--- src/hdl/uer_pkg.sv ---
// Shared types, constants and register codes for the echo ranger.
package uer_pkg;

  // Field and counter widths
  localparam int ELAPSED_W   = 20;
  localparam int PULSE_W     = 16;
  localparam int DIST_W      = 15;
  localparam int TRIG_W      = 8;
  localparam int CFG_INDEX_W = 3;
  localparam int CFG_DATA_W  = 20;
  localparam int OUTCOME_W   = 3;

  // Saturation limits and scaling
  localparam logic [ELAPSED_W-1:0] ELAPSED_MAX = '1;
  localparam logic [PULSE_W-1:0]   PULSE_MAX   = '1;
  localparam int                   DIST_MAX    = 32767;
  localparam int                   US_PER_CM   = 58;
  localparam int                   RECIP_EXTRA = 6;   // ceil(log2(US_PER_CM))
  localparam int                   DEFAULT_FRACTION_BITS = 4;

  // Register reset values
  localparam logic [ELAPSED_W-1:0] RST_SAMPLE_PERIOD = 20'd50000;
  localparam logic [ELAPSED_W-1:0] RST_ECHO_TIMEOUT  = 20'd35000;
  localparam logic [PULSE_W-1:0]   RST_MIN_WIDTH     = 16'd100;
  localparam logic [PULSE_W-1:0]   RST_MAX_WIDTH     = 16'd30000;
  localparam logic [TRIG_W-1:0]    RST_TRIGGER_WIDTH = 8'd10;

  // Register indexes
  localparam logic [CFG_INDEX_W-1:0] CFG_SAMPLE_PERIOD = 3'd0;
  localparam logic [CFG_INDEX_W-1:0] CFG_ECHO_TIMEOUT  = 3'd1;
  localparam logic [CFG_INDEX_W-1:0] CFG_MIN_WIDTH     = 3'd2;
  localparam logic [CFG_INDEX_W-1:0] CFG_MAX_WIDTH     = 3'd3;
  localparam logic [CFG_INDEX_W-1:0] CFG_TRIGGER_WIDTH = 3'd4;

  typedef enum logic [OUTCOME_W-1:0] {
    OUTCOME_NONE    = 3'd0,
    OUTCOME_VALID   = 3'd1,
    OUTCOME_RANGE   = 3'd2,
    OUTCOME_NO_RISE = 3'd3,
    OUTCOME_TIMEOUT = 3'd4
  } outcome_t;

  typedef struct packed {
    logic [ELAPSED_W-1:0] sample_period_us;
    logic [ELAPSED_W-1:0] echo_timeout_us;
    logic [PULSE_W-1:0]   min_width_us;
    logic [PULSE_W-1:0]   max_width_us;
    logic [TRIG_W-1:0]    trigger_width_us;
  } cfg_t;

  // One tick's result before distance scaling
  typedef struct packed {
    logic               trigger;
    outcome_t           outcome;
    logic               load;    // new valid width to convert
    logic               ok;      // held distance is valid
    logic [PULSE_W-1:0] width;
  } rec_t;

endpackage

--- src/hdl/uer_if.sv ---
// Channel interfaces: configuration writes, echo ticks and results.
interface uer_cfg_if import uer_pkg::*; ();
  logic                   valid;
  logic                   ready;
  logic [CFG_INDEX_W-1:0] index;
  logic [CFG_DATA_W-1:0]  data;
  modport source (output valid, index, data, input ready);
  modport sink (input valid, index, data, output ready);
endinterface

interface uer_in_if;
  logic valid;
  logic ready;
  logic echo_level;
  modport source (output valid, echo_level, input ready);
  modport sink (input valid, echo_level, output ready);
endinterface

interface uer_out_if import uer_pkg::*; ();
  logic                 valid;
  logic                 ready;
  logic                 trigger_level;
  logic [DIST_W-1:0]    distance_q4;
  logic                 distance_ok;
  logic [OUTCOME_W-1:0] outcome;
  modport source (output valid, trigger_level, distance_q4, distance_ok, outcome,
                  input ready);
  modport sink (input valid, trigger_level, distance_q4, distance_ok, outcome,
                output ready);
endinterface

--- src/hdl/uer_cfg_regs.sv ---
// Configuration register file, written through the configuration channel.
module uer_cfg_regs import uer_pkg::*; (
  input  logic      clk,
  input  logic      rst,
  uer_cfg_if.sink   cfg,
  output cfg_t      values
);

  assign cfg.ready = 1'b1;

  // Register write decode; unknown indexes are dropped
  always_ff @(posedge clk) begin
    if (rst) begin
      values.sample_period_us <= RST_SAMPLE_PERIOD;
      values.echo_timeout_us  <= RST_ECHO_TIMEOUT;
      values.min_width_us     <= RST_MIN_WIDTH;
      values.max_width_us     <= RST_MAX_WIDTH;
      values.trigger_width_us <= RST_TRIGGER_WIDTH;
    end else if (cfg.valid && cfg.ready) begin
      unique case (cfg.index)
        CFG_SAMPLE_PERIOD: values.sample_period_us <= cfg.data;
        CFG_ECHO_TIMEOUT:  values.echo_timeout_us  <= cfg.data;
        CFG_MIN_WIDTH:     values.min_width_us     <= cfg.data[PULSE_W-1:0];
        CFG_MAX_WIDTH:     values.max_width_us     <= cfg.data[PULSE_W-1:0];
        CFG_TRIGGER_WIDTH: values.trigger_width_us <= cfg.data[TRIG_W-1:0];
        default: ;
      endcase
    end
  end

endmodule

--- src/hdl/uer_sequencer.sv ---
// Per-tick measurement sequencer: start, trigger, echo edge timing, timeout.
module uer_sequencer import uer_pkg::*; (
  input  logic    clk,
  input  logic    rst,
  input  cfg_t    values,
  uer_in_if.sink  samples,
  output rec_t    rec,
  output logic    rec_valid,
  input  logic    rec_ready
);

  logic [ELAPSED_W-1:0] elapsed_ticks, elapsed_ticks_next;
  logic                 waiting_echo, waiting_echo_next;
  logic                 previous_echo;
  logic                 rise_seen, rise_seen_next;
  logic [PULSE_W-1:0]   pulse_ticks, pulse_ticks_next;
  logic                 held_valid, held_valid_next;
  rec_t                 rec_next;
  logic                 accept;
  logic                 start;
  logic [ELAPSED_W-1:0] el;

  assign samples.ready = !rec_valid || rec_ready;
  assign accept        = samples.valid && samples.ready;

  // Next state for one tick
  always_comb begin
    start              = !waiting_echo && (elapsed_ticks >= values.sample_period_us);
    el                 = start ? '0 : elapsed_ticks;
    waiting_echo_next  = waiting_echo || start;
    rise_seen_next     = start ? 1'b0 : rise_seen;
    pulse_ticks_next   = start ? '0 : pulse_ticks;
    held_valid_next    = held_valid;
    rec_next           = '0;
    rec_next.outcome   = OUTCOME_NONE;

    if (waiting_echo_next) begin
      rec_next.trigger = el < ELAPSED_W'(values.trigger_width_us);
      if (samples.echo_level && !previous_echo) begin
        // rise only counts once the trigger is low
        if (!rec_next.trigger) begin
          rise_seen_next   = 1'b1;
          pulse_ticks_next = PULSE_W'(1);
        end
      end else if (samples.echo_level) begin
        if (rise_seen_next && pulse_ticks_next != PULSE_MAX) begin
          pulse_ticks_next = pulse_ticks_next + 1'b1;
        end
      end else if (previous_echo) begin
        // falling edge ends the measurement
        if (!rise_seen_next) begin
          rec_next.outcome = OUTCOME_NO_RISE;
        end else if (pulse_ticks_next > values.min_width_us &&
                     pulse_ticks_next < values.max_width_us) begin
          rec_next.outcome = OUTCOME_VALID;
        end else begin
          rec_next.outcome = OUTCOME_RANGE;
        end
        held_valid_next   = (rec_next.outcome == OUTCOME_VALID);
        waiting_echo_next = 1'b0;
      end
      if (waiting_echo_next && el > values.echo_timeout_us) begin
        rec_next.outcome  = OUTCOME_TIMEOUT;
        held_valid_next   = 1'b0;
        waiting_echo_next = 1'b0;
      end
    end

    elapsed_ticks_next = (el == ELAPSED_MAX) ? el : el + 1'b1;
    rec_next.load      = (rec_next.outcome == OUTCOME_VALID);
    rec_next.ok        = held_valid_next;
    rec_next.width     = pulse_ticks_next;
  end

  // Measurement state
  always_ff @(posedge clk) begin
    if (rst) begin
      elapsed_ticks <= '0;
      waiting_echo  <= 1'b0;
      previous_echo <= 1'b0;
      rise_seen     <= 1'b0;
      pulse_ticks   <= '0;
      held_valid    <= 1'b0;
    end else if (accept) begin
      elapsed_ticks <= elapsed_ticks_next;
      waiting_echo  <= waiting_echo_next;
      previous_echo <= samples.echo_level;
      rise_seen     <= rise_seen_next;
      pulse_ticks   <= pulse_ticks_next;
      held_valid    <= held_valid_next;
    end
  end

  // Result register toward the scaler
  always_ff @(posedge clk) begin
    if (rst) begin
      rec_valid <= 1'b0;
    end else if (accept) begin
      rec_valid <= 1'b1;
    end else if (rec_ready) begin
      rec_valid <= 1'b0;
    end
  end

  always_ff @(posedge clk) begin
    if (accept) begin
      rec <= rec_next;
    end
  end

  a_pulse_needs_rise: assert property (@(posedge clk) disable iff (rst)
    (pulse_ticks != '0) |-> rise_seen)
    else $error("pulse count running without a rise");

  a_end_clears_wait: assert property (@(posedge clk) disable iff (rst)
    (accept && rec_next.outcome != OUTCOME_NONE) |=> !waiting_echo)
    else $error("measurement still open after an outcome");

  a_load_is_ok: assert property (@(posedge clk) disable iff (rst)
    (rec_valid && rec.load) |-> (rec.ok && rec.outcome == OUTCOME_VALID))
    else $error("valid width without valid flag");

endmodule

--- src/hdl/uer_scaler.sv ---
// Width to distance scaling by reciprocal multiply, and the held output register.
module uer_scaler import uer_pkg::*; #(
  parameter int FRACTION_BITS = DEFAULT_FRACTION_BITS
) (
  input  logic       clk,
  input  logic       rst,
  input  rec_t       rec,
  input  logic       rec_valid,
  output logic       rec_ready,
  uer_out_if.source  results
);

  // floor(x / 58) == (x * MULT) >> KSH for every x below 2**XW
  localparam int XW  = PULSE_W + FRACTION_BITS;
  localparam int KSH = XW + RECIP_EXTRA;
  localparam int MW  = KSH - 5;
  localparam int PW  = XW + MW;
  localparam int QW  = PW - KSH;
  localparam longint unsigned MULT =
    ((64'd1 << KSH) + longint'(US_PER_CM) - 64'd1) / longint'(US_PER_CM);

  logic              v2;
  logic              trig2;
  outcome_t          outcome2;
  logic              ok2;
  logic              load2;
  logic [PW-1:0]     prod2;
  logic [XW-1:0]     scaled;
  logic [QW-1:0]     quot;
  logic [DIST_W-1:0] dist_next;
  logic              out_free;
  logic              move12;
  logic              move23;

  assign out_free  = !results.valid || results.ready;
  assign rec_ready = !v2 || out_free;
  assign move12    = rec_valid && rec_ready;
  assign move23    = v2 && out_free;

  // Multiply stage
  assign scaled = XW'(rec.width) << FRACTION_BITS;

  always_ff @(posedge clk) begin
    if (rst) begin
      v2 <= 1'b0;
    end else if (move12) begin
      v2 <= 1'b1;
    end else if (out_free) begin
      v2 <= 1'b0;
    end
  end

  always_ff @(posedge clk) begin
    if (move12) begin
      trig2    <= rec.trigger;
      outcome2 <= rec.outcome;
      ok2      <= rec.ok;
      load2    <= rec.load;
      prod2    <= PW'(scaled) * PW'(MW'(MULT));
    end
  end

  // Quotient with saturation; otherwise hold the last distance
  always_comb begin
    quot = prod2[PW-1:KSH];
    if (!load2) begin
      dist_next = results.distance_q4;
    end else if (32'(quot) > 32'(DIST_MAX)) begin
      dist_next = DIST_W'(DIST_MAX);
    end else begin
      dist_next = DIST_W'(quot);
    end
  end

  // Output register
  always_ff @(posedge clk) begin
    if (rst) begin
      results.valid       <= 1'b0;
      results.distance_q4 <= '0;
    end else begin
      if (move23) begin
        results.valid       <= 1'b1;
        results.distance_q4 <= dist_next;
      end else if (results.ready) begin
        results.valid <= 1'b0;
      end
    end
  end

  always_ff @(posedge clk) begin
    if (move23) begin
      results.trigger_level <= trig2;
      results.distance_ok   <= ok2;
      results.outcome       <= outcome2;
    end
  end

  a_hold_distance: assert property (@(posedge clk) disable iff (rst)
    !(move23 && load2) |=> $stable(results.distance_q4))
    else $error("held distance changed without a valid measurement");

endmodule

--- src/hdl/ultrasonic_echo_ranger_core.sv ---
// Path: a tick's result passes the sequencer register, the multiplier register and
// the output register before it is valid.
// Throughput: one tick per cycle while no stage is stalled; the measurement state updates per accepted tick.
// Backpressure stalls stages one by one; empty stages still take new ticks.
// Reset (rst, synchronous): counters and flags clear, registers take defaults,
// the held distance reads zero.
module ultrasonic_echo_ranger_core import uer_pkg::*; #(
  parameter int FRACTION_BITS = DEFAULT_FRACTION_BITS
) (
  input  logic       clk,
  input  logic       rst,
  uer_cfg_if.sink    cfg,
  uer_in_if.sink     samples,
  uer_out_if.source  results
);

  cfg_t  cfg_values;
  rec_t  rec;
  logic  rec_valid;
  logic  rec_ready;

  uer_cfg_regs u_cfg_regs (
    .clk    (clk),
    .rst    (rst),
    .cfg    (cfg),
    .values (cfg_values)
  );

  uer_sequencer u_sequencer (
    .clk       (clk),
    .rst       (rst),
    .values    (cfg_values),
    .samples   (samples),
    .rec       (rec),
    .rec_valid (rec_valid),
    .rec_ready (rec_ready)
  );

  uer_scaler #(
    .FRACTION_BITS (FRACTION_BITS)
  ) u_scaler (
    .clk       (clk),
    .rst       (rst),
    .rec       (rec),
    .rec_valid (rec_valid),
    .rec_ready (rec_ready),
    .results   (results)
  );

endmodule

--- src/flat_wrapper.sv ---
// flat-port wrapper written by rule: the top's interface ports become plain ports
module ultrasonic_echo_ranger_core_flat import uer_pkg::*;
#(
  parameter int FRACTION_BITS = DEFAULT_FRACTION_BITS
)
  (clk, rst, cfg_valid, cfg_index, cfg_data, cfg_ready, samples_valid, samples_echo_level, samples_ready, results_valid, results_trigger_level, results_distance_q4, results_distance_ok, results_outcome, results_ready);
  uer_cfg_if cfg_i ();
  uer_in_if samples_i ();
  uer_out_if results_i ();
  input  logic clk;
  input  logic rst;
  input wire logic [$bits(cfg_i.valid)-1:0] cfg_valid;
  input wire logic [$bits(cfg_i.index)-1:0] cfg_index;
  input wire logic [$bits(cfg_i.data)-1:0] cfg_data;
  output wire logic [$bits(cfg_i.ready)-1:0] cfg_ready;
  input wire logic [$bits(samples_i.valid)-1:0] samples_valid;
  input wire logic [$bits(samples_i.echo_level)-1:0] samples_echo_level;
  output wire logic [$bits(samples_i.ready)-1:0] samples_ready;
  output wire logic [$bits(results_i.valid)-1:0] results_valid;
  output wire logic [$bits(results_i.trigger_level)-1:0] results_trigger_level;
  output wire logic [$bits(results_i.distance_q4)-1:0] results_distance_q4;
  output wire logic [$bits(results_i.distance_ok)-1:0] results_distance_ok;
  output wire logic [$bits(results_i.outcome)-1:0] results_outcome;
  input wire logic [$bits(results_i.ready)-1:0] results_ready;
  assign cfg_i.valid = cfg_valid;
  assign cfg_i.index = cfg_index;
  assign cfg_i.data = cfg_data;
  assign cfg_ready = cfg_i.ready;
  assign samples_i.valid = samples_valid;
  assign samples_i.echo_level = samples_echo_level;
  assign samples_ready = samples_i.ready;
  assign results_valid = results_i.valid;
  assign results_trigger_level = results_i.trigger_level;
  assign results_distance_q4 = results_i.distance_q4;
  assign results_distance_ok = results_i.distance_ok;
  assign results_outcome = results_i.outcome;
  assign results_i.ready = results_ready;
  ultrasonic_echo_ranger_core #(.FRACTION_BITS(FRACTION_BITS)) u_core (.clk(clk), .rst(rst), .cfg(cfg_i), .samples(samples_i), .results(results_i));
endmodule
--- config.mk ---
export PLATFORM = sky130hd
export DESIGN_NAME = ultrasonic_echo_ranger_core_flat
export DESIGN_NICKNAME = d
export VERILOG_FILES = /design/src/hdl/uer_pkg.sv /design/src/hdl/uer_if.sv /design/src/hdl/uer_cfg_regs.sv /design/src/hdl/uer_sequencer.sv /design/src/hdl/uer_scaler.sv /design/src/hdl/ultrasonic_echo_ranger_core.sv /design/src/flat_wrapper.sv
export SDC_FILE = /design/constraint.sdc
export NUM_CORES = 1
export LEC_CHECK = 0
export ABC_AREA = 1
export BUFFER_PORTS_ARGS = -buffer_cell sky130_fd_sc_hd__buf_2
export CORE_ASPECT_RATIO = 1.4
export CORE_MARGIN = 3
export CORE_UTILIZATION = 50
export CTS_BUF_LIST = sky130_fd_sc_hd__clkbuf_4
export CTS_CLUSTER_SIZE = 25
export DETAILED_ROUTE_END_ITERATION = 8
export PLACE_DENSITY_LB_ADDON = 0.12
export SYNTH_ARGS = -nofsm -noshare
export SYNTH_HDL_FRONTEND = slang
export SYNTH_SLANG_ARGS = --single-unit
--- constraint.sdc ---
create_clock -name clk -period 16.2 [get_ports clk]
set_input_delay 0 -clock clk [delete_from_list [all_inputs] [get_ports clk]]
set_output_delay 0 -clock clk [all_outputs]
set_load 0.005 [all_outputs]
==> flow_metrics.env, run 1 <==
export IMPL_drv_slew=0
export IMPL_clockBufferDepth=2
export IMPL_seqCellArea_sq_um=4200
export IMPL_cts_root_buf="clkbuf_4"
export IMPL_holdPathStages=4
export IMPL_worst_pin_slew_ns=0.892
export IMPL_synth_top_cell_by_area="dfxtp_1"
export IMPL_synth_area_sq_um=15300
export IMPL_drive_gt1_share_pct=7.85
export IMPL_arrival_ns=6.50
export IMPL_crit_top_cell="nand2_1"
export IMPL_fillers=2888
export IMPL_post_drt_via_cell_ratio=5.27
export IMPL_synth_area_leaders="dfxtp_1 18%, ha_1 18%, fa_1 15%"
export IMPL_io_buffers=50
export IMPL_status="finished, final reports clean"
export IMPL_cts_setup_buffers=0
export IMPL_grt_max_degree=75
export IMPL_switchingPower_mw=1.42
export IMPL_worstSetupPathType="register to register"
export IMPL_final_cell_area_sq_um=16700
export IMPL_yosysMostFrequentCell="inv_1"
export IMPL_crit_family="adder cells"
export IMPL_core_sq_um=30000
export IMPL_area_growth_pct=9.50
export IMPL_tritoncts="built"
export IMPL_grt_pass1_wl_mm=65.7
export IMPL_hold_path_class="input pin to register"
export IMPL_internal_power_mw=1.41
export IMPL_start_kind="register"
export IMPL_synth_top_flop_cell="dfxtp_1"
export IMPL_clkTransAtPathRegs_ns=0.18
export IMPL_antenna_found_initial=1
export IMPL_numCtsBuffers=17
export IMPL_timing_final_crit_period_ns=6.03
export IMPL_p_seq_share_pct=20.7
export IMPL_switching_share_pct=50.1
export IMPL_fmax_ghz=0.166
export IMPL_yosysTopAreaCellShare_pct=18.1
export IMPL_r2r_cells=24
export IMPL_first_pass_iters=5
export IMPL_powerDensity_nw_per_um2=169
export IMPL_synth_nets=2202
export IMPL_pwr_share_comb_pct=70.0
export IMPL_row_count=75
export IMPL_async_reset_ff_share_pct=0
export IMPL_path_depth=24
export IMPL_required_ns=16.67
export IMPL_cts_hold_fix_buffers=57
export IMPL_p_leak_nw=8.18
export IMPL_syn_avg_cell_area_sq_um=8.29
export IMPL_vias=12308
export IMPL_grt_pass1_vias=12529
export IMPL_multi_input_area_sq_um=9510
export IMPL_finalSetupViolCount=0
export IMPL_hold_viol=0
export IMPL_routed_wl_mm=42.1
export IMPL_ys_seq_area_share_pct=27.5
export IMPL_cts_resized=0
export IMPL_setup_tns_ns=0
export IMPL_pwr_share_clk_pct=9.3
export IMPL_cp_slowest_stage_delay_ns=0.66
export IMPL_fin_skew_ns=0.0319
export IMPL_path_max_fanout=8
export IMPL_die_w_microns=154
export IMPL_cts_sinks=186
export IMPL_ir_worst_vdd_v=0.000163
export IMPL_synth_top_cells_by_count="345 x inv_1, 281 x nand2_1, 218 x ha_1"
export IMPL_rsz0062_at_grt="false"
export IMPL_die_area_sq_um=32700
export IMPL_globalplace_congestion=0.936
export IMPL_syn_inst=1843
export IMPL_clk_latency_ns=0.68
export IMPL_synth_edff_count=48
export IMPL_wl_per_cell_microns=18.1
export IMPL_dp_hpwl_mm=34.1
export IMPL_slew_headroom_pct=40.3
export IMPL_initial_core_util_pct=50.9
export IMPL_maxCapViolations=0
export IMPL_netlist_cell_type_count=52
export IMPL_ys_ff_latch=186
export IMPL_worstPathCellList="fa_1 > inv_1 > fa_1 > fa_1 > inv_1 > fa_1 > inv_1 > fa_1 > inv_1 > fa_1 > ha_1 > nand2_1 > nor2_1 > nand2_1 > o21ai_0 > nand2_1 > o211ai_1 > nand2_1 > nand2_1 > nand3_1 > a31oi_1 > a21oi_1 > nand2_1 > nand2_1"
export IMPL_placed_area_sq_um=15900
export IMPL_drt_iter0_drc=515
export IMPL_die_h_microns=213
export IMPL_slowest_stage="fa_1"
export IMPL_fin_nets=2294
export IMPL_grt_use_total_pct=26.1
export IMPL_gr_total_overflow=0
export IMPL_final_antenna_net_count=0
export IMPL_worst_setup_path_end_kind="register"
export IMPL_path_buf_inv=4
export IMPL_ioPinCount=52
export IMPL_drcViolationCount=0
export IMPL_yosysWarnings=0
export IMPL_period_share_pct=37.2
export IMPL_htreeDepth=4
cell usage in the layout, fill, tap and decap left out, types with 50 or more instances in the layout:
| cell | synthesis | final |
|---|---|---|
| fa_1 | 112 | 112 |
| o21ai_0 | 99 | 99 |
| nand3_1 | 91 | 91 |
| dfxtp_1 | 138 | 138 |
| inv_1 | 345 | 344 |
| a21oi_1 | 170 | 170 |
| dlygate4sd3_1 | 0 | 57 |
| nand2_1 | 281 | 281 |
| ha_1 | 218 | 218 |
| buf_2 | 6 | 50 |
| nor2_1 | 118 | 118 |
cell type report:
cell class / count / area share [%]
Antenna cell: 1 / 0.0150
Clock buffer: 17 / 0.763
Clock inverter: 15 / 0.913
Inverter: 356 / 8.02
Multi-Input combinational cell: 1256 / 56.9
Sequential cell: 186 / 25.1
Tap cell: 385 / 2.88
Timing Repair Buffer: 118 / 5.40
routing by layer:
layer / part of all wire (%) / vias to the layer above / routed length (microns) / global-route usage (%)
met2: 57 / 233 / 24100 / 53.0
met4: 5.4 / 0 / 2260 / 14.3
met1: 35 / 5809 / 14800 / 25.1
met5: 0 / - / 0 / 0
met3: 2.3 / 108 / 977 / 2.76
li1: - / 6158 / - / -
through the flow:
stage / worst slack [ns] / hold WS, ns / std cells / utilization [%] / power, mW
after detailed placement: 10.10 / 0.297 / 2244 / 52.8 / 2.59
after floorplan: 10.68 / 0.126 / 1843 / - / 2.10
final: 10.17 / 0.161 / 2334 / 55.7 / 2.83
after global placement: 10.15 / 0.293 / 2244 / 52.8 / 2.55
after CTS: 10.13 / 0.121 / 2333 / 55.7 / 2.87
after global routing: 9.84 / 0.160 / 2334 / 55.7 / 3.20
final timing paths:
check,start,to,slack [ns]
min,cfg_data[17],u_core.u_cfg_regs.values[57]$_SDFFE_PP0P_,0.16
max,u_core.u_sequencer.rec[5]$_DFFE_PP_,u_core.u_scaler.prod2[38]$_DFFE_PP_,10.17
min reg2reg,u_core.u_sequencer.rec[21]$_SDFFCE_PP0P_,u_core.u_scaler.trig2$_DFFE_PP_,0.44
max reg2reg,u_core.u_sequencer.rec[5]$_DFFE_PP_,u_core.u_scaler.prod2[38]$_DFFE_PP_,10.17
logic make-up after synthesis:
kind of cell | share of synthesized area [%]
simple gates | 16.5
buf+inv | 10.2
compound gates | 11.8
fa+ha+maj | 32.5
flops | 27.5
xor+xnor | 1.32
other cells | 0.0246
flip-flops by register name, indices dropped and copies added, names as in the netlist:
name	flops
u_core.u_cfg_regs.values	80
u_core.u_scaler.load2	1
u_core.u_scaler.ok2	1
u_core.u_scaler.outcome2	3
u_core.u_scaler.prod2	15
u_core.u_scaler.results.distance_ok	1
u_core.u_scaler.results.distance_q4	15
u_core.u_scaler.results.outcome	3
u_core.u_scaler.results.trigger_level	1
u_core.u_scaler.results.valid	1
u_core.u_scaler.trig2	1
u_core.u_scaler.v2	1
u_core.u_sequencer.elapsed_ticks	20
u_core.u_sequencer.held_valid	1
u_core.u_sequencer.previous_echo	1
u_core.u_sequencer.pulse_ticks	16
u_core.u_sequencer.rec	22
u_core.u_sequencer.rec_valid	1
u_core.u_sequencer.rise_seen	1
u_core.u_sequencer.waiting_echo	1
worst register-to-register path, cell delays in order (launching register included):
cell      delay, ns
edfxtp_1       0.57
fa_1           0.66
inv_1          0.08
fa_1           0.46
fa_1           0.51
inv_1          0.05
fa_1           0.47
inv_1          0.05
fa_1           0.53
inv_1          0.05
fa_1           0.47
ha_1           0.31
nand2_1        0.08
nor2_1         0.15
nand2_1        0.07
o21ai_0        0.31
nand2_1        0.08
o211ai_1       0.16
nand2_1        0.09
nand2_1        0.10
nand3_1        0.12
a31oi_1        0.23
a21oi_1        0.13
nand2_1        0.07
nand2_1        0.05
power groups by stage:
| stage | combinational (mW) | sequential, mW | clock (mW) |
|---|---|---|---|
| 4_1_cts | 2.01 | 0.585 | 0.271 |
| 5_1_grt | 2.33 | 0.589 | 0.286 |
| 2_1_floorplan | 1.51 | 0.590 | 0 |
| 3_3_place_gp | 1.96 | 0.595 | 0 |
| 6_report | 1.98 | 0.585 | 0.264 |
| 3_5_place_dp | 1.99 | 0.596 | 0 |
Note: power is estimated with default switching activity, not from simulation.
==> run 2: changes to the inputs <==
--- a/config.mk
+++ b/config.mk
@@ -5,7 +5,7 @@
 export SDC_FILE = /design/constraint.sdc
 export NUM_CORES = 1
 export LEC_CHECK = 0
-export ABC_AREA = 1
+export ABC_AREA = 0
 export BUFFER_PORTS_ARGS = -buffer_cell sky130_fd_sc_hd__buf_2
 export CORE_ASPECT_RATIO = 1.4
 export CORE_MARGIN = 3
==> constraint.sdc (replaced) <==
create_clock -name clk -period 4.8 [get_ports clk]
set_input_delay 0 -clock clk [delete_from_list [all_inputs] [get_ports clk]]
set_output_delay 0 -clock clk [all_outputs]
set_load 0.005 [all_outputs]
==> run 2 against run 1 <==
  * The flow now finishes with violations (negative setup slack)
  * Register-to-register slack got worse by 11 ns
  * Final area is 4.9% higher
  * First-iteration DRC count up 2.5%
  * Via count is 0.11% lower
  * Global-route usage rose by 1.1 points
  * Synthesized cell count down 11%
  * Setup slack lost 11 ns
  * Clock skew up 0.00061 ns
  * Final cell count down 3.7%
  * Sequential power grew to 3.1 times the previous value
  * Wire length down 0.54%
==> flow_metrics.env, run 2 <==
export IMPL_synth_top_flop_cell="dfxtp_1"
export IMPL_clockBufferDepth=2
export IMPL_row_count=74
export IMPL_synth_area_sq_um=14900
export IMPL_tritoncts="built"
export IMPL_r2r_end="u_core.u_scaler.prod2[39]$_DFFE_PP_"
export IMPL_syn_inst=1644
export IMPL_syn_avg_cell_area_sq_um=9.04
export IMPL_wl_per_cell_microns=18.7
export IMPL_die_w_microns=152
export IMPL_worst_setup_path_end_kind="register"
export IMPL_yosysWarnings=0
export IMPL_max_flop_register="u_core.u_cfg_regs.values"
export IMPL_globalplace_congestion=1.02
export IMPL_drt_iter0_drc=528
export IMPL_p_leak_nw=8.26
export IMPL_path_max_fanout=3
export IMPL_antenna_found_initial=1
export IMPL_grt_max_degree=85
export IMPL_fin_cells=2247
export IMPL_powerDensity_nw_per_um2=407
export IMPL_grt_pass1_vias=12638
export IMPL_synth_nets=2003
export IMPL_fin_skew_ns=0.0325
export IMPL_routed_wl_mm=41.9
export IMPL_synth_area_leaders="dfxtp_1 19%, ha_1 18%, fa_1 15%"
export IMPL_core_sq_um=29300
export IMPL_hold_path_class="input pin to register"
export IMPL_initial_core_util_pct=50.8
export IMPL_synth_edff_count=48
export IMPL_final_cell_mix="240 x nand2_1, 237 x inv_1, 211 x ha_1, 149 x buf_4, 138 x dfxtp_1"
export IMPL_ys_ff_latch=186
export IMPL_required_ns=5.23
export IMPL_cts_root_buf="clkbuf_4"
export IMPL_slew_headroom_pct=27.9
export IMPL_synth_top_cells_by_count="244 x inv_1, 241 x nand2_1, 218 x ha_1"
export IMPL_fin_nets=2210
export IMPL_yosysMostFrequentCell="inv_1"
export IMPL_pwr_share_comb_pct=61.7
export IMPL_htreeDepth=4
export IMPL_finalSetupViolCount=15
export IMPL_internal_power_mw=4.30
export IMPL_drv_slew=0
export IMPL_final_antenna_net_count=0
export IMPL_async_reset_ff_share_pct=0
export IMPL_worst_pin_slew_ns=1.08
export IMPL_switchingPower_mw=2.84
export IMPL_holdPathEnd="u_core.u_cfg_regs.values[79]$_SDFFE_PP0P_"
export IMPL_io_buffers=50
export IMPL_drive_gt1_share_pct=16.7
export IMPL_largest_reg_flops=80
export IMPL_rr_startpoint="u_core.u_sequencer.rec[8]$_DFFE_PP_"
export IMPL_clk_latency_ns=0.66
export IMPL_ir_worst_vdd_v=0.000305
export IMPL_gr_total_overflow=0
export IMPL_die_area_sq_um=31800
export IMPL_arrival_ns=6.30
export IMPL_status="complete, but fails checks"
export IMPL_cts_sinks=186
export IMPL_maxCapViolations=0
export IMPL_synth_top_cell_by_area="dfxtp_1"
export IMPL_yosysTopAreaCellShare_pct=18.6
export IMPL_vias=12294
export IMPL_ioPinCount=52
export IMPL_netlist_cell_type_count=76
export IMPL_die_h_microns=210
export IMPL_largestRegisters="u_core.u_cfg_regs.values: 80 flops, u_core.u_sequencer.rec: 22 flops, u_core.u_sequencer.elapsed_ticks: 20 flops"
export IMPL_ys_seq_area_share_pct=28.3
export IMPL_first_pass_iters=5
export IMPL_violations="negative setup slack"
export IMPL_grt_use_total_pct=27.1
export IMPL_holdPathStages=4
export IMPL_timing_final_crit_period_ns=5.87
export IMPL_rsz0062_at_grt="true"
export IMPL_r2r_cells=19
export IMPL_period_share_pct=122
export IMPL_grt_pass1_wl_mm=65.8
export IMPL_dp_cells=2152
export IMPL_layout_commonest_cell="nand2_1"
export IMPL_area_growth_pct=18.1
export IMPL_switching_share_pct=39.8
export IMPL_pwr_share_clk_pct=12.7
export IMPL_worstSetupPathType="register to register"
export IMPL_start_kind="register"
export IMPL_post_drt_via_cell_ratio=5.47
export IMPL_hold_viol=0
export IMPL_fin_ws_ns=-1.07
export IMPL_clkTransAtPathRegs_ns=0.17
export IMPL_ff2ff_setup_slack_ns=-1.07
export IMPL_p_seq_share_pct=25.6
export IMPL_dp_hpwl_mm=32.9
export IMPL_holdCritStartpoint="cfg_data[19]"
export IMPL_final_util_pct=59.9
export IMPL_drcViolationCount=0
export IMPL_fmax_ghz=0.170
export IMPL_numCtsBuffers=17
[run 2: cell types whose count changed after synthesis, sizes merged, moves of 10 or more]
cell / before / now
nand2: 294 / 241
o21ai: 113 / 32
nor2: 135 / 66
a21o: 3 / 38
and2: 0 / 32
nand3: 97 / 35
xnor2: 4 / 14
a31oi: 4 / 15
nand2b: 0 / 11
clkbuf: 33 / 47
inv: 356 / 245
a21oi: 173 / 124
and3: 1 / 12
nand4: 16 / 39
[run 2: worst max-delay path, stage by stage (launching register included)]
cell	delay, ns
edfxtp_1	0.49
fa_2	0.67
fa_2	0.44
fa_1	0.50
inv_2	0.04
fa_2	0.56
inv_2	0.04
fa_2	0.52
fa_1	0.45
ha_4	0.30
buf_6	0.09
nand2_2	0.04
o21a_1	0.20
a2bb2oi_4	0.16
a21oi_4	0.21
o311ai_4	0.14
a211o_1	0.34
o21bai_2	0.18
mux2i_1	0.20
nand3_1	0.08
[run 2: power groups by stage]
stage          clock network [mW]  registers [mW]  logic, mW
3_3_place_gp                    0            1.86       3.62
6_report                    0.906            1.83       4.41
2_1_floorplan                   0            1.86       2.44
4_1_cts                     0.941            1.83       4.05
5_1_grt                     0.998            1.84       4.93
3_5_place_dp                    0            1.86       3.76
[run 2: worst max-delay path by stage]
stage,start,slack [ns],endpoint,cells past startpoint
after CTS,u_core.u_sequencer.rec[9]$_DFFE_PP_,-1.11,u_core.u_scaler.prod2[39]$_DFFE_PP_,19
final,u_core.u_sequencer.rec[8]$_DFFE_PP_,-1.07,u_core.u_scaler.prod2[39]$_DFFE_PP_,19
after global routing,u_core.u_sequencer.rec[9]$_DFFE_PP_,-1.24,u_core.u_scaler.prod2[38]$_DFFE_PP_,20
after floorplan,u_core.u_sequencer.rec[8]$_DFFE_PP_,-0.90,u_core.u_scaler.prod2[39]$_DFFE_PP_,18
after detailed placement,u_core.u_sequencer.rec[5]$_DFFE_PP_,-1.20,u_core.u_scaler.prod2[39]$_DFFE_PP_,20
after global placement,u_core.u_sequencer.rec[5]$_DFFE_PP_,-1.08,u_core.u_scaler.prod2[39]$_DFFE_PP_,20
[run 2: metrics by stage]
stage	setup slack [ns]	instance area [sq um]	power [mW]	hold slack (ns)	TNS, ns
2_1_floorplan	-0.897	14900	4.30	0.129	-7.96
3_3_place_gp	-1.08	16500	5.48	0.246	-11.43
3_5_place_dp	-1.20	16500	5.62	0.256	-12.87
4_1_cts	-1.11	17400	6.82	0.101	-11.70
5_1_grt	-1.24	17500	7.77	0.146	-14.78
6_report	-1.07	17500	7.14	0.165	-12.37
[run 2: repair_timing]
action | in CTS | in global routing
gates resized for setup | 23 | 23
setup endpoints to repair | 15 | 44
buffers inserted | 10 | 6
endpoints found under the hold margin | 120 | 0
pin swaps | 31 | 15
hold buffers | 44 | 0
[run 2: logic make-up after synthesis]
group	share of synthesized area, %
simple gates	15.5
fa+ha+maj	33.5
buf+inv	7.93
compound gates	12.7
flops	28.3
xor+xnor	1.41
mux	0.707
other cells	0.0252
[run 2: final cells by class]
class                   instances  area (sq um)
fillers                      2656         11700
clock inverters                15           160
flip-flops and latches        186          4200
repair buffers                250          1910
multi-input cells            1151          9730
diodes                          3          7.51
inverters                     245           920
clock buffers                  17           128
well taps                     380           475
[run 2: layer usage]
metal / up-vias / global-route usage (%) / share of wire, %
met1: 5957 / 28.6 / 36
met3: 110 / 3.31 / 2.7
met2: 262 / 50.6 / 54
met5: - / 0 / 0
met4: 0 / 16.3 / 6.8
li1: 5965 / - / -
==> run 3: changes to the inputs <==
--- a/config.mk
+++ b/config.mk
@@ -14,6 +14,8 @@
 export CTS_CLUSTER_SIZE = 25
 export DETAILED_ROUTE_END_ITERATION = 8
 export PLACE_DENSITY_LB_ADDON = 0.12
+export SETUP_SLACK_MARGIN = 0.2
+export SKIP_CTS_REPAIR_TIMING = 1
 export SYNTH_ARGS = -nofsm -noshare
 export SYNTH_HDL_FRONTEND = slang
 export SYNTH_SLANG_ARGS = --single-unit
==> run 3 against run 2 <==
  * Critical path depth is 4 higher
  * Setup slack worse by 0.068 ns
  * The flow still finishes with violations (negative setup slack)
  * Via count is 0.39% lower
  * Wire length is 0.77% lower
  * Sequential share of layout area is 0.086 points higher
  * Critical endpoint is now u_core.u_scaler.prod2[32]$_DFFE_PP_
==> flow_metrics.env, run 3 (synthesized netlist as in run 2, its figures left out) <==
export IMPL_drcViolationCount=0
export IMPL_wl_per_cell_microns=18.6
export IMPL_pwr_share_comb_pct=60.8
export IMPL_slowest_stage="fa_2"
export IMPL_fin_cells=2240
export IMPL_cp_slowest_stage_delay_ns=0.60
export IMPL_fmax_ghz=0.169
export IMPL_globalplace_congestion=1.02
export IMPL_slew_headroom_pct=26.6
export IMPL_ir_worst_vdd_v=0.000318
export IMPL_cts_sinks=186
export IMPL_finalSetupViolCount=15
export IMPL_hold_path_class="input pin to register"
export IMPL_power_mw=6.98
export IMPL_period_share_pct=124
export IMPL_drive_gt1_share_pct=16.3
export IMPL_clk_latency_ns=0.67
export IMPL_fin_nets=2204
export IMPL_start_kind="register"
export IMPL_cts_root_buf="clkbuf_4"
export IMPL_worst_setup_path_end_kind="register"
export IMPL_grt_pass1_wl_mm=64.3
export IMPL_row_count=74
export IMPL_dp_hpwl_mm=32.9
export IMPL_rsz0062_at_grt="true"
export IMPL_worstPathCellList="fa_2 > fa_1 > fa_1 > inv_2 > fa_1 > inv_1 > fa_1 > fa_1 > ha_1 > nand4_1 > buf_4 > nor2_4 > a2bb2oi_4 > a21oi_4 > buf_4 > buf_6 > buf_6 > buf_6 > buf_6 > nor3_4 > o21bai_1 > buf_4 > xor2_1"
export IMPL_die_area_sq_um=31800
export IMPL_htreeDepth=4
export IMPL_die_w_microns=152
export IMPL_dp_cells=2152
export IMPL_fin_ws_ns=-1.13
export IMPL_p_leak_nw=8.23
export IMPL_pwr_share_clk_pct=13.0
export IMPL_path_buf_inv=9
export IMPL_hold_viol=0
export IMPL_final_util_pct=59.7
export IMPL_violations="negative setup slack"
export IMPL_worst_pin_slew_ns=1.10
export IMPL_clockBufferDepth=2
export IMPL_vias=12246
export IMPL_clkTransAtPathRegs_ns=0.18
export IMPL_initial_core_util_pct=50.8
export IMPL_tritoncts="built"
export IMPL_area_growth_pct=17.6
export IMPL_grt_max_degree=85
export IMPL_max_flop_register="u_core.u_cfg_regs.values"
export IMPL_crit_family="adder cells"
export IMPL_final_cell_mix="240 x nand2_1, 240 x inv_1, 213 x ha_1, 147 x buf_4, 138 x dfxtp_1"
export IMPL_drt_iter0_drc=481
export IMPL_path_max_fanout=4
export IMPL_switchingPower_mw=2.81
export IMPL_drv_slew=0
export IMPL_ioPinCount=52
export IMPL_hold_ws_ns=0.152
export IMPL_first_pass_iters=5
export IMPL_arrival_ns=6.39
export IMPL_timing_final_crit_period_ns=5.93
export IMPL_final_antenna_net_count=0
export IMPL_largestRegisters="u_core.u_cfg_regs.values: 80 flops, u_core.u_sequencer.rec: 22 flops, u_core.u_sequencer.elapsed_ticks: 20 flops"
export IMPL_antenna_found_initial=1
export IMPL_gr_total_overflow=0
export IMPL_status="complete, but fails checks"
export IMPL_p_seq_share_pct=26.2
export IMPL_core_sq_um=29300
export IMPL_worstSetupPathType="register to register"
export IMPL_io_buffers=50
export IMPL_switching_share_pct=40.2
export IMPL_largest_reg_flops=80
export IMPL_routed_wl_mm=41.6
export IMPL_powerDensity_nw_per_um2=400
export IMPL_setup_tns_ns=-14.43
export IMPL_internal_power_mw=4.18
export IMPL_numCtsBuffers=17
export IMPL_required_ns=5.25
export IMPL_post_drt_via_cell_ratio=5.47
export IMPL_grt_use_total_pct=26.5
export IMPL_crit_top_cell="fa_1"
export IMPL_die_h_microns=210
export IMPL_grt_pass1_vias=12281
export IMPL_fin_skew_ns=0.0360
export IMPL_maxCapViolations=0
-- run 3: cell count changes in the layout (fill, tap and decap cells not counted), moves of 2 or more --
| cell | delta |
|---|---|
| a21oi_2 | -2 |
| ha_4 | -2 |
| buf_4 | -2 |
| inv_1 | +3 |
| fa_1 | +4 |
| dlygate4sd3_1 | -6 |
| ha_1 | +2 |
| and2_1 | -2 |
| buf_6 | +2 |
| inv_2 | -3 |
| fa_2 | -4 |
-- run 3: power groups by stage --
stage | clock (mW) | sequential (mW) | combinational [mW]
floorplan | 0 | 1.86 | 2.44
global placement | 0 | 1.86 | 3.62
detailed placement | 0 | 1.86 | 3.76
CTS | 0.941 | 1.83 | 3.78
global route | 0.999 | 1.84 | 4.75
finish | 0.911 | 1.83 | 4.24
-- run 3: area by class of cell --
| cell class | count | area [sq um] |
|---|---|---|
| clock buffers | 17 | 128 |
| multi-input cells | 1151 | 9730 |
| clock inverters | 15 | 160 |
| well taps | 380 | 475 |
| fillers | 2650 | 11800 |
| inverters | 245 | 920 |
| flip-flops and latches | 186 | 4200 |
| diodes | 2 | 5.00 |
| repair buffers | 244 | 1860 |
-- run 3: path summary, 6_finish.rpt --
kind	startpoint	to	slack, ns	depth (start not counted)
hold / removal	cfg_data[18]	u_core.u_cfg_regs.values[78]$_SDFFE_PP0P_	0.15	4
setup / recovery	u_core.u_sequencer.rec[13]$_DFFE_PP_	u_core.u_scaler.prod2[32]$_DFFE_PP_	-1.13	23
hold reg to reg	u_core.u_sequencer.rec[19]$_DFFE_PP_	u_core.u_scaler.outcome2[1]$_DFFE_PP_	0.44	0
setup reg to reg	u_core.u_sequencer.rec[13]$_DFFE_PP_	u_core.u_scaler.prod2[32]$_DFFE_PP_	-1.13	23
-- run 3: metrics by stage --
stage               instance area [sq um]  setup slack [ns]
finish                              17500             -1.13
global placement                    16500             -1.08
detailed placement                  16500             -1.20
CTS                                 16800             -1.21
global route                        17500             -1.31
floorplan                           14900            -0.897
-- run 3: routing by layer --
| metal | wire, microns | GRT usage (%) |
|---|---|---|
| met4 | 2780 | 16.0 |
| met1 | 15100 | 28.2 |
| met2 | 22600 | 49.1 |
| met3 | 1160 | 3.38 |
| met5 | 0 | 0 |
-- run 3: worst register-to-register path, cell delays in order (launching register included) --
cell,delay (ns)
edfxtp_1,0.52
fa_2,0.60
fa_1,0.46
fa_1,0.57
inv_2,0.04
fa_1,0.52
inv_1,0.05
fa_1,0.52
fa_1,0.42
ha_1,0.31
nand4_1,0.17
buf_4,0.18
nor2_4,0.04
a2bb2oi_4,0.16
a21oi_4,0.09
buf_4,0.14
buf_6,0.10
buf_6,0.10
buf_6,0.10
buf_6,0.11
nor3_4,0.13
o21bai_1,0.11
buf_4,0.14
xor2_1,0.13
